### src/rtl/ntc_pkg.sv
// Shared types and constants for the thermistor temperature block.
`timescale 1ns / 1ps
package ntc_pkg;
  localparam int AdcBits   = 12;
  localparam int FracBits  = 24;
  localparam int MantBits  = 30;
  localparam int FaultLimit = 3;
  localparam logic [2:0] RunMax = 3'd7;
  localparam logic [29:0] Ln2Q30 = 30'd744261118;
  // 100 * B * 2^24 and B * T0 * 10000 * 2^24 for the beta equation.
  localparam logic signed [47:0] DenBase = 48'sd6627000320000;
  localparam logic [57:0] NumConst = 58'd197584014540800000;
  localparam logic signed [16:0] TempLo = -17'sd27315;
  localparam logic signed [16:0] TempHi = 17'sd60000;
  localparam logic signed [16:0] Sentinel = -17'sd10000;
  localparam logic [1:0] StNormal = 2'd0;
  localparam logic [1:0] StFault  = 2'd1;
  localparam logic [1:0] StTest   = 2'd2;
  localparam logic [0:0] RegFaultLow  = 1'd0;
  localparam logic [0:0] RegFaultHigh = 1'd1;

  typedef struct packed {
    logic load;      // latch the sample and feed it to the log of the first operand
    logic log_start; // start a log
    logic log_sel;   // 0: adc, 1: 4096 - adc
    logic log_save;  // keep the first log result
    logic mul_start; // scale the log difference by ln 2 and form the denominator
    logic div_start;
  } ntc_cmd_t;

  typedef struct packed {
    logic log_done;
    logic mul_done;
    logic div_done;
  } ntc_sts_t;
endpackage

### src/rtl/ntc_beta_temperature_with_fault_core.sv
// Top level of the thermistor beta-equation temperature block.
//
// Input channel: in_valid/in_stall with adc_sample and self_test; a beat is
// taken when in_valid is high and in_stall low. Output channel: out_valid/
// out_stall with temp_centi and status, held in an output register.
// A fault or self-test beat gives its result in the cycle after acceptance.
// A converted sample passes through two 24-step log2 runs on the shared
// squaring unit, ln2 scaling and the denominator, a 58-step restoring
// divider and then the output register. One item is in flight at a time,
// so a new sample is taken only after the previous conversion has been
// handed to the output register.
// The next beat may be accepted in the cycle in which the previous result
// is taken. If the receiver stalls, the result holds, the input stalls, and
// a finished conversion waits until the output register is free.
// Synchronous reset clears the fault counter and the handshake state and
// loads fault_low 100, fault_high 4000.
// Registers over APB: fault_low at 0x0, fault_high at 0x4.
`timescale 1ns / 1ps
module ntc_beta_temperature_with_fault_core (
  input  logic               clk,
  input  logic               rst,
  input  logic               psel,
  input  logic               penable,
  input  logic               pwrite,
  input  logic [2:0]         paddr,
  input  logic [31:0]        pwdata,
  output logic [31:0]        prdata,
  output logic               pready,
  input  logic               in_valid,
  output logic               in_stall,
  input  logic [11:0]        adc_sample,
  input  logic               self_test,
  output logic               out_valid,
  input  logic               out_stall,
  output logic signed [16:0] temp_centi,
  output logic [1:0]         status
);
  logic [11:0] fault_low;
  logic [11:0] fault_high;
  ntc_pkg::ntc_cmd_t cmd;
  ntc_pkg::ntc_sts_t sts;
  logic signed [16:0] temp_conv;

  assign pready = 1'b1;
  always_ff @(posedge clk) begin
    if (rst) begin
      fault_low <= 12'd100;
      fault_high <= 12'd4000;
    end else if (psel && penable && pwrite) begin
      unique case (paddr[2])
        ntc_pkg::RegFaultLow:  fault_low <= pwdata[11:0];
        ntc_pkg::RegFaultHigh: fault_high <= pwdata[11:0];
        default: ;
      endcase
    end
  end
  always_comb begin
    unique case (paddr[2])
      ntc_pkg::RegFaultLow:  prdata = {20'd0, fault_low};
      ntc_pkg::RegFaultHigh: prdata = {20'd0, fault_high};
      default: prdata = 32'd0;
    endcase
  end

  ntc_ctrl u_ctrl (
    .clk, .rst, .in_valid, .in_stall, .adc_sample, .self_test,
    .fault_low, .fault_high, .cmd, .sts, .temp_conv,
    .out_valid, .out_stall, .temp_centi, .status
  );
  ntc_datapath u_dp (
    .clk, .rst, .cmd, .adc_sample, .sts, .temp_conv
  );
endmodule

### src/rtl/ntc_datapath.sv
// Datapath: shared log2 unit, ln2 scaling multiplier and restoring divider.
`timescale 1ns / 1ps
module ntc_datapath (
  input  logic                     clk,
  input  logic                     rst,
  input  ntc_pkg::ntc_cmd_t        cmd,
  input  logic [11:0]              adc_sample,
  output ntc_pkg::ntc_sts_t        sts,
  output logic signed [16:0]       temp_conv
);
  logic [11:0] adc;
  logic [12:0] opnd;
  logic [4:0]  lcnt;
  logic [30:0] m;
  logic [27:0] acc;
  logic [27:0] log_a;
  logic        log_busy;
  logic        log_done;
  logic [61:0] sq;
  logic [3:0]  kf;
  logic [27:0] mag;
  logic        neg;
  logic [1:0]  mph;
  logic        mul_done;
  logic [57:0] prod;
  logic signed [47:0] den;
  logic [57:0] rem;
  logic [57:0] quo;
  logic [5:0]  dcnt;
  logic        div_busy;
  logic        div_done;
  logic [58:0] trial;
  logic [57:0] qr;
  logic signed [58:0] t;
  logic [28:0] dd;

  // The first log starts in the accepting cycle, before the sample register is loaded.
  assign opnd = cmd.log_sel ? (13'h1000 - {1'b0, adc})
                            : {1'b0, (cmd.load ? adc_sample : adc)};
  always_comb begin
    kf = 4'd0;
    for (int i = 1; i < 13; i++) begin
      if (opnd[i]) kf = 4'(i);
    end
  end
  assign sq = 62'(m) * 62'(m);
  assign dd = {1'b0, log_a} - {1'b0, acc};
  assign trial = {rem, quo[57]} - {11'd0, den};
  assign sts = {log_done, mul_done, div_done};

  always_ff @(posedge clk) begin
    if (cmd.load) adc <= adc_sample;
    if (cmd.log_save) log_a <= acc;
  end

  always_ff @(posedge clk) begin
    if (rst) begin
      log_busy <= 1'b0;
      log_done <= 1'b0;
    end else if (cmd.log_start) begin
      m <= 31'((43'(opnd) << ntc_pkg::MantBits) >> kf);
      acc <= 28'(kf) << ntc_pkg::FracBits;
      lcnt <= 5'(ntc_pkg::FracBits - 1);
      log_busy <= 1'b1;
      log_done <= 1'b0;
    end else if (log_busy) begin
      if (sq[61:30] >= 32'h8000_0000) begin
        m <= 31'(sq >> (ntc_pkg::MantBits + 1));
        acc[lcnt] <= 1'b1;
      end else begin
        m <= 31'(sq >> ntc_pkg::MantBits);
      end
      log_busy <= (lcnt != 5'd0);
      log_done <= (lcnt == 5'd0);
      lcnt <= lcnt - 5'd1;
    end else begin
      log_done <= 1'b0;
    end
  end

  always_ff @(posedge clk) begin
    if (rst) begin
      mph <= 2'd0;
      mul_done <= 1'b0;
    end else if (cmd.mul_start) begin
      neg <= dd[28];
      mag <= dd[28] ? 28'(-dd) : dd[27:0];
      mph <= 2'd1;
      mul_done <= 1'b0;
    end else if (mph == 2'd1) begin
      prod <= 58'(mag) * 58'(ntc_pkg::Ln2Q30);
      mph <= 2'd2;
      mul_done <= 1'b0;
    end else if (mph == 2'd2) begin
      den <= neg ? ntc_pkg::DenBase - 48'(prod[57:30]) * 48'sd29815
                 : ntc_pkg::DenBase + 48'(prod[57:30]) * 48'sd29815;
      mph <= 2'd0;
      mul_done <= 1'b1;
    end else begin
      mul_done <= 1'b0;
    end
  end

  always_ff @(posedge clk) begin
    if (rst) begin
      div_busy <= 1'b0;
      div_done <= 1'b0;
    end else if (cmd.div_start) begin
      rem <= 58'd0;
      quo <= ntc_pkg::NumConst + 58'(den >>> 1);
      dcnt <= 6'd57;
      div_busy <= 1'b1;
      div_done <= 1'b0;
    end else if (div_busy) begin
      if (!trial[58]) rem <= trial[57:0];
      else rem <= {rem[56:0], quo[57]};
      quo <= {quo[56:0], ~trial[58]};
      div_busy <= (dcnt != 6'd0);
      div_done <= (dcnt == 6'd0);
      dcnt <= dcnt - 6'd1;
    end else begin
      div_done <= 1'b0;
    end
  end

  assign qr = quo;
  always_comb begin
    t = $signed({1'b0, qr}) - 59'sd27315;
    if (adc == 12'd0 || den <= 0) temp_conv = (adc == 12'd0) ? ntc_pkg::TempLo : ntc_pkg::TempHi;
    else if (t > 59'(ntc_pkg::TempHi)) temp_conv = ntc_pkg::TempHi;
    else if (t < 59'(ntc_pkg::TempLo)) temp_conv = ntc_pkg::TempLo;
    else temp_conv = 17'(t);
  end
endmodule

### src/rtl/ntc_ctrl.sv
// Controller: sequences the log, multiply and divide steps and the fault logic.
`timescale 1ns / 1ps
module ntc_ctrl (
  input  logic                 clk,
  input  logic                 rst,
  input  logic                 in_valid,
  output logic                 in_stall,
  input  logic [11:0]          adc_sample,
  input  logic                 self_test,
  input  logic [11:0]          fault_low,
  input  logic [11:0]          fault_high,
  output ntc_pkg::ntc_cmd_t    cmd,
  input  ntc_pkg::ntc_sts_t    sts,
  input  logic signed [16:0]   temp_conv,
  output logic                 out_valid,
  input  logic                 out_stall,
  output logic signed [16:0]   temp_centi,
  output logic [1:0]           status
);
  localparam logic [2:0] SIdle = 3'd0;
  localparam logic [2:0] SLogA = 3'd1;
  localparam logic [2:0] SLogB = 3'd2;
  localparam logic [2:0] SMul  = 3'd3;
  localparam logic [2:0] SDiv  = 3'd4;
  localparam logic [2:0] SOut  = 3'd5;

  logic [2:0] state;
  logic [2:0] state_next;
  logic [2:0] fault_run;
  logic [2:0] fault_run_next;
  logic       out_valid_next;
  logic signed [16:0] temp_centi_next;
  logic [1:0] status_next;
  logic       acc_in;
  logic       is_fault;

  assign in_stall = (state != SIdle) || (out_valid && out_stall);
  assign acc_in = in_valid && !in_stall;
  assign is_fault = (adc_sample <= fault_low) || (adc_sample >= fault_high);

  always_comb begin
    cmd = '0;
    cmd.load = acc_in;
    cmd.log_start = acc_in || (state == SLogA && sts.log_done);
    cmd.log_sel = (state == SLogA);
    cmd.log_save = (state == SLogA && sts.log_done);
    cmd.mul_start = (state == SLogB && sts.log_done);
    cmd.div_start = (state == SMul && sts.mul_done);
  end

  always_comb begin
    state_next = state;
    fault_run_next = fault_run;
    out_valid_next = out_valid && out_stall;
    temp_centi_next = temp_centi;
    status_next = status;
    unique case (state)
      SIdle: begin
        if (acc_in) begin
          if (is_fault) begin
            if (fault_run < ntc_pkg::RunMax) fault_run_next = fault_run + 3'd1;
          end else begin
            fault_run_next = 3'd0;
          end
          if (is_fault && fault_run > 3'(ntc_pkg::FaultLimit)) begin
            temp_centi_next = ntc_pkg::Sentinel;
            status_next = ntc_pkg::StFault;
            out_valid_next = 1'b1;
          end else if (self_test) begin
            temp_centi_next = ntc_pkg::Sentinel;
            status_next = ntc_pkg::StTest;
            out_valid_next = 1'b1;
          end else begin
            state_next = SLogA;
          end
        end
      end
      SLogA: if (sts.log_done) state_next = SLogB;
      SLogB: if (sts.log_done) state_next = SMul;
      SMul:  if (sts.mul_done) state_next = SDiv;
      SDiv:  if (sts.div_done) state_next = SOut;
      SOut: begin
        if (!out_valid || !out_stall) begin
          temp_centi_next = temp_conv;
          status_next = ntc_pkg::StNormal;
          out_valid_next = 1'b1;
          state_next = SIdle;
        end
      end
      default: state_next = SIdle;
    endcase
  end

  always_ff @(posedge clk) begin
    if (rst) begin
      state <= SIdle;
      fault_run <= 3'd0;
      out_valid <= 1'b0;
    end else begin
      state <= state_next;
      fault_run <= fault_run_next;
      out_valid <= out_valid_next;
    end
    temp_centi <= temp_centi_next;
    status <= status_next;
  end
endmodule

### config.mk
export PLATFORM = sky130hd
export DESIGN_NAME = ntc_beta_temperature_with_fault_core
export DESIGN_NICKNAME = d
export VERILOG_FILES = /design/src/rtl/ntc_pkg.sv /design/src/rtl/ntc_beta_temperature_with_fault_core.sv /design/src/rtl/ntc_datapath.sv /design/src/rtl/ntc_ctrl.sv
export SDC_FILE = /design/constraint.sdc
export NUM_CORES = 2
export LEC_CHECK = 0
export BUFFER_PORTS_ARGS = -buffer_cell sky130_fd_sc_hd__buf_2
export CAP_MARGIN = 25
export CORE_MARGIN = 2
export CORE_UTILIZATION = 35
export DETAILED_ROUTE_END_ITERATION = 6
export GPL_TIMING_DRIVEN = 0
export HOLD_SLACK_MARGIN = 0.05
export PLACE_DENSITY_LB_ADDON = 0.12
export SLEW_MARGIN = 30
export SYNTH_ARGS = -nofsm -noshare
export SYNTH_HDL_FRONTEND = slang
export SYNTH_HIERARCHICAL = 1
export SYNTH_SLANG_ARGS = --single-unit
### constraint.sdc
create_clock -name clk -period 12.8 [get_ports clk]
set_input_delay 0.64 -clock clk [delete_from_list [all_inputs] [get_ports clk]]
set_output_delay 0.64 -clock clk [all_outputs]
set_load 0.02 [all_outputs]
== Word level (Yosys, flattened, before mapping) ==
Cells that the tools add are included.

* Memories: 0
* Output and inout port bits: 54
* RAM bits: 0
* Register bits: 417
* Input port bits: 55
* ROM bits: 0
* Latch bits: 0

* Multiply operators: 3
* Divide/modulo/power cells: 0
* Reductions and logical operators: 45
* Shift-type cells: 1
* Bitwise logic cells: 8
* Add/subtract/negate cells: 11
* Eq/ne operators: 17
* Mux-type cells: 69
* $lt $le $gt $ge: 10

{| class="wikitable"
|+ Operators with widths
! cell !! number
|-
| $mux W58 || 4
|-
| $mux W17 || 8
|-
| $mux W28 || 4
|-
| $mux W31 || 3
|-
| $pmux W32 S2 || 1
|-
| $mul A31 B31 Y62 || 1
|-
| $gt A59 B17 Y1 const B || 1
|-
| $lt A59 B16 Y1 const B || 1
|-
| $sub A58 B15 Y59 const B || 1
|-
| $sub A59 B48 Y59 || 1
|-
| $add A58 B58 Y58 const A || 1
|-
| $mul A28 B29 Y57 const B || 1
|-
| $le A48 B1 Y1 const B || 1
|-
| $mux W48 || 1
|-
| $add A43 B43 Y44 const A || 1
|-
| $sub A43 B43 Y44 const A || 1
|-
| $mul A28 B15 Y43 const B || 1
|-
| $shr A43 B4 Y31 || 1
|-
| $mux W4 || 10
|-
| $pmux W17 S2 || 1
|-
| $ge A32 B32 Y1 const B || 1
|-
| $mux W3 || 10
|-
| $sub A28 B28 Y29 || 1
|-
| $neg A28 Y28 || 1
|-
| other kinds (47) || 107
|}

== Depth between registers and ports, before layout ==
* Depth in word-level cells: 20
* Depth in mapped cells: 33

== Modules after synthesis ==
The synthesis kept the hierarchy.

{| class="wikitable"
|+ By module, submodules not included
! module !! area an instance (sq um) !! cells each !! instances
|-
| ntc_datapath || 70943.0 || 7443 || 1
|-
| ntc_ctrl || 1845.5 || 192 || 1
|-
| ntc_beta_temperature_with_fault_core || 1313.8 || 137 || 1
|}

== Least setup slack after synthesis ==
Ideal clock, no wire load.

* Kind: reg2reg
* Start: register u_dp.m[1]
* End: register u_dp.acc[0] (enable)
* Stages on the path, launching flop included: 28
* Path buffers: 4
* Arrival time: 8532 ps
* Path slack: 3855 ps
* Setup time: 413 ps
* Cell sequence: edfxtp_1 clkbuf_1 clkbuf_1 buf_1 nand2_1 fa_1 inv_1 fa_1 fa_1 fa_1 fa_1 fa_1 fa_1 inv_1 fa_1 inv_1 ha_1 clkbuf_1 a21o_1 a21o_1 a21oi_1 o21a_1 o221ai_1 o21a_1 o21ai_0 and3_1 nor2_1 nor2_1

* Cells in the longest elaborated chain, start to end: 4

{| class="wikitable"
|+ RTL lines
! what !! RTL line !! RTL
|-
| start: declaration || ntc_datapath.sv:14 || <nowiki>logic [30:0] m;</nowiki>
|-
| start signal: assignment || ntc_datapath.sv:61 || <nowiki>m <= 31'((43'(opnd) << ntc_pkg::MantBits) >> kf);</nowiki>
|-
| start signal: assignment || ntc_datapath.sv:68 || <nowiki>m <= 31'(sq >> (ntc_pkg::MantBits + 1));</nowiki>
|-
| start signal: assignment || ntc_datapath.sv:71 || <nowiki>m <= 31'(sq >> ntc_pkg::MantBits);</nowiki>
|-
| $mul A31 B31 Y62 || ntc_datapath.sv:46 || <nowiki>assign sq = 62'(m) * 62'(m);</nowiki>
|-
| $ge A32 B32 Y1 || ntc_datapath.sv:67 || <nowiki>if (sq[61:30] >= 32'h8000_0000) begin</nowiki>
|-
| $reduce_bool A2 Y1 (no source line) || -- ||
|-
| $reduce_and A3 Y1 (no source line) || -- ||
|-
| end signal: assignment || ntc_datapath.sv:62 || <nowiki>acc <= 28'(kf) << ntc_pkg::FracBits;</nowiki>
|-
| end: declaration || ntc_datapath.sv:15 || <nowiki>logic [27:0] acc;</nowiki>
|}

No other way between the ends.
A chain may end at the register's enable or synchronous reset.

== Worst setup path after layout ==
* Start: register u_dp.m[29]
* End: register u_dp.m[28] (data pin)

* Cells in the longest elaborated chain, start to end: 5

{| class="wikitable"
|+ RTL lines
! what !! RTL line !! RTL
|-
| $mul A31 B31 Y62 (*) || ntc_datapath.sv:46 ||
|-
| $ge A32 B32 Y1 || ntc_datapath.sv:67 ||
|-
| $mux W31 (*) || ntc_datapath.sv:67 ||
|-
| $mux W31 (*) || ntc_datapath.sv:66 || <nowiki>end else if (log_busy) begin</nowiki>
|-
| $mux W31 (*) || ntc_datapath.sv:60 || <nowiki>end else if (cmd.log_start) begin</nowiki>
|}

Every way passes the cells marked *; elsewhere a longest branch is shown, timed or not. The select of a mux whose other input is x is not followed.

==> impl_metrics.py <==
metrics = {
    "outcome": {
        "outcome": "completed",
    },
    "floorplanning": {
        "start_util_pct": 35.3,
        "pin_count": 109,
        "die-area_um2": 215000,
        "dieHeight_um": 464,
        "fp.dieW_um": 464,
        "core_region_area_um2": 210000,
        "rows": 168,
    },
    "grt": {
        "grt_pass1_vias": 56900,
        "grt_max_degree": 28,
        "grt_overflow": 0,
        "grtUsageTotal_pct": 22.1,
        "grt_pass1_wl_um": 359000,
        "grt_antenna_before_repair": 34,
    },
    "critical_path": {
        "r2r_end": "u_dp/m[28]",
        "crit_start": "u_dp/m[29]",
        "crit_path_max_fanout": 10,
        "ff2ff_setup_slack_ns": 1.07,
        "reg2reg_depth": 27,
        "worstPathRequired_ns": 13.12,
        "end_kind": "flip-flop",
        "cp-start-kind": "flip-flop",
        "r2r_start": "u_dp/m[29]",
        "critPathArrivalTime_ns": 12.06,
        "endpoint": "u_dp/m[28]",
        "criticalPathCategory": "flip-flop to flip-flop",
    },
    "synthesis": {
        "syn_area_per_cell_um2": 9.53,
        "synth_warnings": 6,
        "ys_ff_latch": 385,
        "ys_async_sr_fraction_pct": 0,
        "synth-main-ff-cell": "edfxtp_1",
        "synth_area_um2": 74100,
        "syn-instance-count": 7772,
        "synth_cell_types": 107,
        "synth_edf_count": 335,
        "ys_seq_area_share_pct": 14.9,
    },
    "cts": {
        "insertion_delay_ns": 0.64,
        "post_cts_resized": 0,
        "clk_pin_slew_worst_paths_ns": 0.06,
        "clock_path_buffers": 3,
        "cts_sinks": 385,
        "cts_root_buf": "clkbuf_16",
        "tritoncts": "done",
        "post-cts-setup-buffers": 0,
        "holdBufCountCts": 0,
        "cts_max_level": 2,
        "cts_buffers": 50,
    },
    "detailed_routing": {
        "via_per_inst": 5.00,
        "routed_wirelength_um": 236000,
        "via_count": 54000,
        "drcViolationCount": 0,
        "final_antenna_net_count": 0,
        "first_iter_violations": 3252,
        "wl_per_cell_um": 21.9,
        "dr.pass1.iters": 5,
    },
    "timing": {
        "fmax_mhz": 85.2,
        "tightest_slew_ns": 1.09,
        "rsz0062_at_grt": "no",
        "finalHoldViolCount": 0,
        "slew_violations": 0,
        "setup_viol": 0,
        "fin_crit_ns": 11.73,
        "fin_crit_sh_pct": 91.7,
        "slew_headroom_pct": 27.6,
        "skew_ns": 0.0424,
    },
    "final_layout": {
        "drive_gt1_share_pct": 4.98,
        "final_cell_count_no_fill": 10800,
        "mostFrequentLayoutCell": "inv_1",
        "fin_nets": 10100,
        "fillerInstances": 21200,
        "area_growth_pct": 8.39,
        "layout_common_cells": "1861 x inv_1, 1237 x fa_1, 853 x ha_1",
    },
    "place": {
        "place.gp.congestion": 0.963,
        "io_buffers": 65,
        "dp_cells": 10700,
        "place_hpwl_um": 201000,
    },
    "flow_run": {
        "drv_cap": 0,
    },
    "min_path": {
        "worst_hold_path_type": "primary input to flip-flop",
        "min_delay_path_depth": 3,
    },
}
critical path, cell delays in order (launching register included):
cell and delay [ns]:
edfxtp_1 0.53, clkbuf_1 0.72, clkbuf_1 0.81, nand2_1 0.28, fa_1 0.58, inv_1 0.06, fa_1 0.50, fa_1 0.54
fa_1 0.52, fa_1 0.52, fa_1 0.52, fa_1 0.60, inv_1 0.07, fa_1 0.53, inv_1 0.04, ha_1 0.26
clkbuf_1 0.33, nand4_1 0.14, nor4_1 0.77, nand2_1 0.17, o41ai_2 0.61, o31ai_2 0.29, o21a_1 0.30, o31ai_1 0.80
a41oi_1 0.36, and4_1 0.25, a211oi_1 0.22, a21oi_1 0.10
sequential cells by signal, summed over array words and instances, names as in the netlist, 2 cells and up:
name / cells
u_dp/den: 45
u_dp/prod: 28
u_dp/qr: 58
u_dp/mag: 28
u_ctrl/fault_run: 3
u_dp/rem: 58
u_ctrl/state: 3
u_dp/lcnt: 5
u_dp/acc: 28
u_dp/log_a: 28
u_dp/m: 31
u_dp/dcnt: 6
fault_high: 12
u_dp/mph: 2
u_ctrl/status: 2
u_ctrl/temp_centi: 17
u_dp/adc: 12
fault_low: 12
logic make-up after synthesis:
family / share of synthesized area [%]
xor gates and xnor gates: 3.38
adders and majority gates: 47.8
AOI/OAI and AO/OA: 9.73
muxes: 1.94
other: 0.0101
and+or+nand+nor: 11.2
DFF: 14.9
buffers and inverters: 11.0
cell usage after synthesis, types with 39 or more instances:
library cell / n / share of area, %
a21oi_1: 329 / 2.2
nor4_1: 39 / 0.33
edfxtp_1: 335 / 14
and3_1: 43 / 0.36
xor2_1: 93 / 1.1
nand3_1: 101 / 0.68
a211oi_1: 41 / 0.42
ha_1: 853 / 14
nor2_1: 296 / 1.5
fa_1: 1237 / 33
xnor2_1: 193 / 2.3
mux2_2: 59 / 0.90
nand2b_1: 76 / 0.64
a21o_1: 152 / 1.5
dfxtp_1: 50 / 1.4
a31oi_1: 45 / 0.38
clkbuf_1: 209 / 1.1
nor3_1: 89 / 0.60
inv_1: 1862 / 9.4
and2_1: 224 / 1.9
nand4_1: 52 / 0.44
mux2i_1: 75 / 1.0
nor2b_1: 44 / 0.37
o21ai_0: 166 / 1.1
o21a_1: 44 / 0.45
nand2_1: 521 / 2.6
metal layers:
metal	track usage, %	wire length [um]
met3	2.34	11200
met5	0	0
met1	29.6	103000
met2	36.8	113000
met4	8.04	9040
metrics by stage:
step	instance area, um2	TNS (ns)	hold WS, ns	worst slack, ns	utilization (%)
after floorplan	74200	0	0.426	3.86	-
after global placement	78000	-0.00429	0.430	-0.00429	37.1
after detailed placement	78500	0	0.433	1.01	37.4
final	80300	0	0.301	1.07	38.2
after CTS	80300	0	0.252	1.00	38.2
after global routing	80300	0	0.279	0.437	38.2
cell type report:
| cell class | instances | area, um2 | share of cell area [%] |
|---|---|---|---|
| multi-input cells | 5271 | 55000 | 68.5 |
| flip-flops and latches | 385 | 11100 | 13.8 |
| inverters | 1869 | 7020 | 8.73 |
| well taps | 2805 | 3510 | 4.37 |
| clock buffers | 67 | 1450 | 1.81 |
| plain buffers | 266 | 1170 | 1.46 |
| repair buffers | 88 | 689 | 0.858 |
| clock inverters | 26 | 337 | 0.419 |
| diodes | 15 | 37.5 | 0.0467 |
worst min-delay path by stage:
stage	start	to	slack, ns
2_1_floorplan	u_dp/acc[12]	u_dp/log_a[12]	0.43
3_3_place_gp	u_dp/acc[12]	u_dp/log_a[12]	0.43
3_5_place_dp	u_dp/acc[20]	u_dp/log_a[20]	0.43
4_1_cts	pwdata[10]	fault_low[10]	0.25
5_1_grt	pwdata[9]	fault_low[9]	0.28
6_report	pwdata[11]	fault_low[11]	0.30
Power is not shown: default switching activity piles up to over one toggle a cycle in this logic, so the estimate is an artifact.
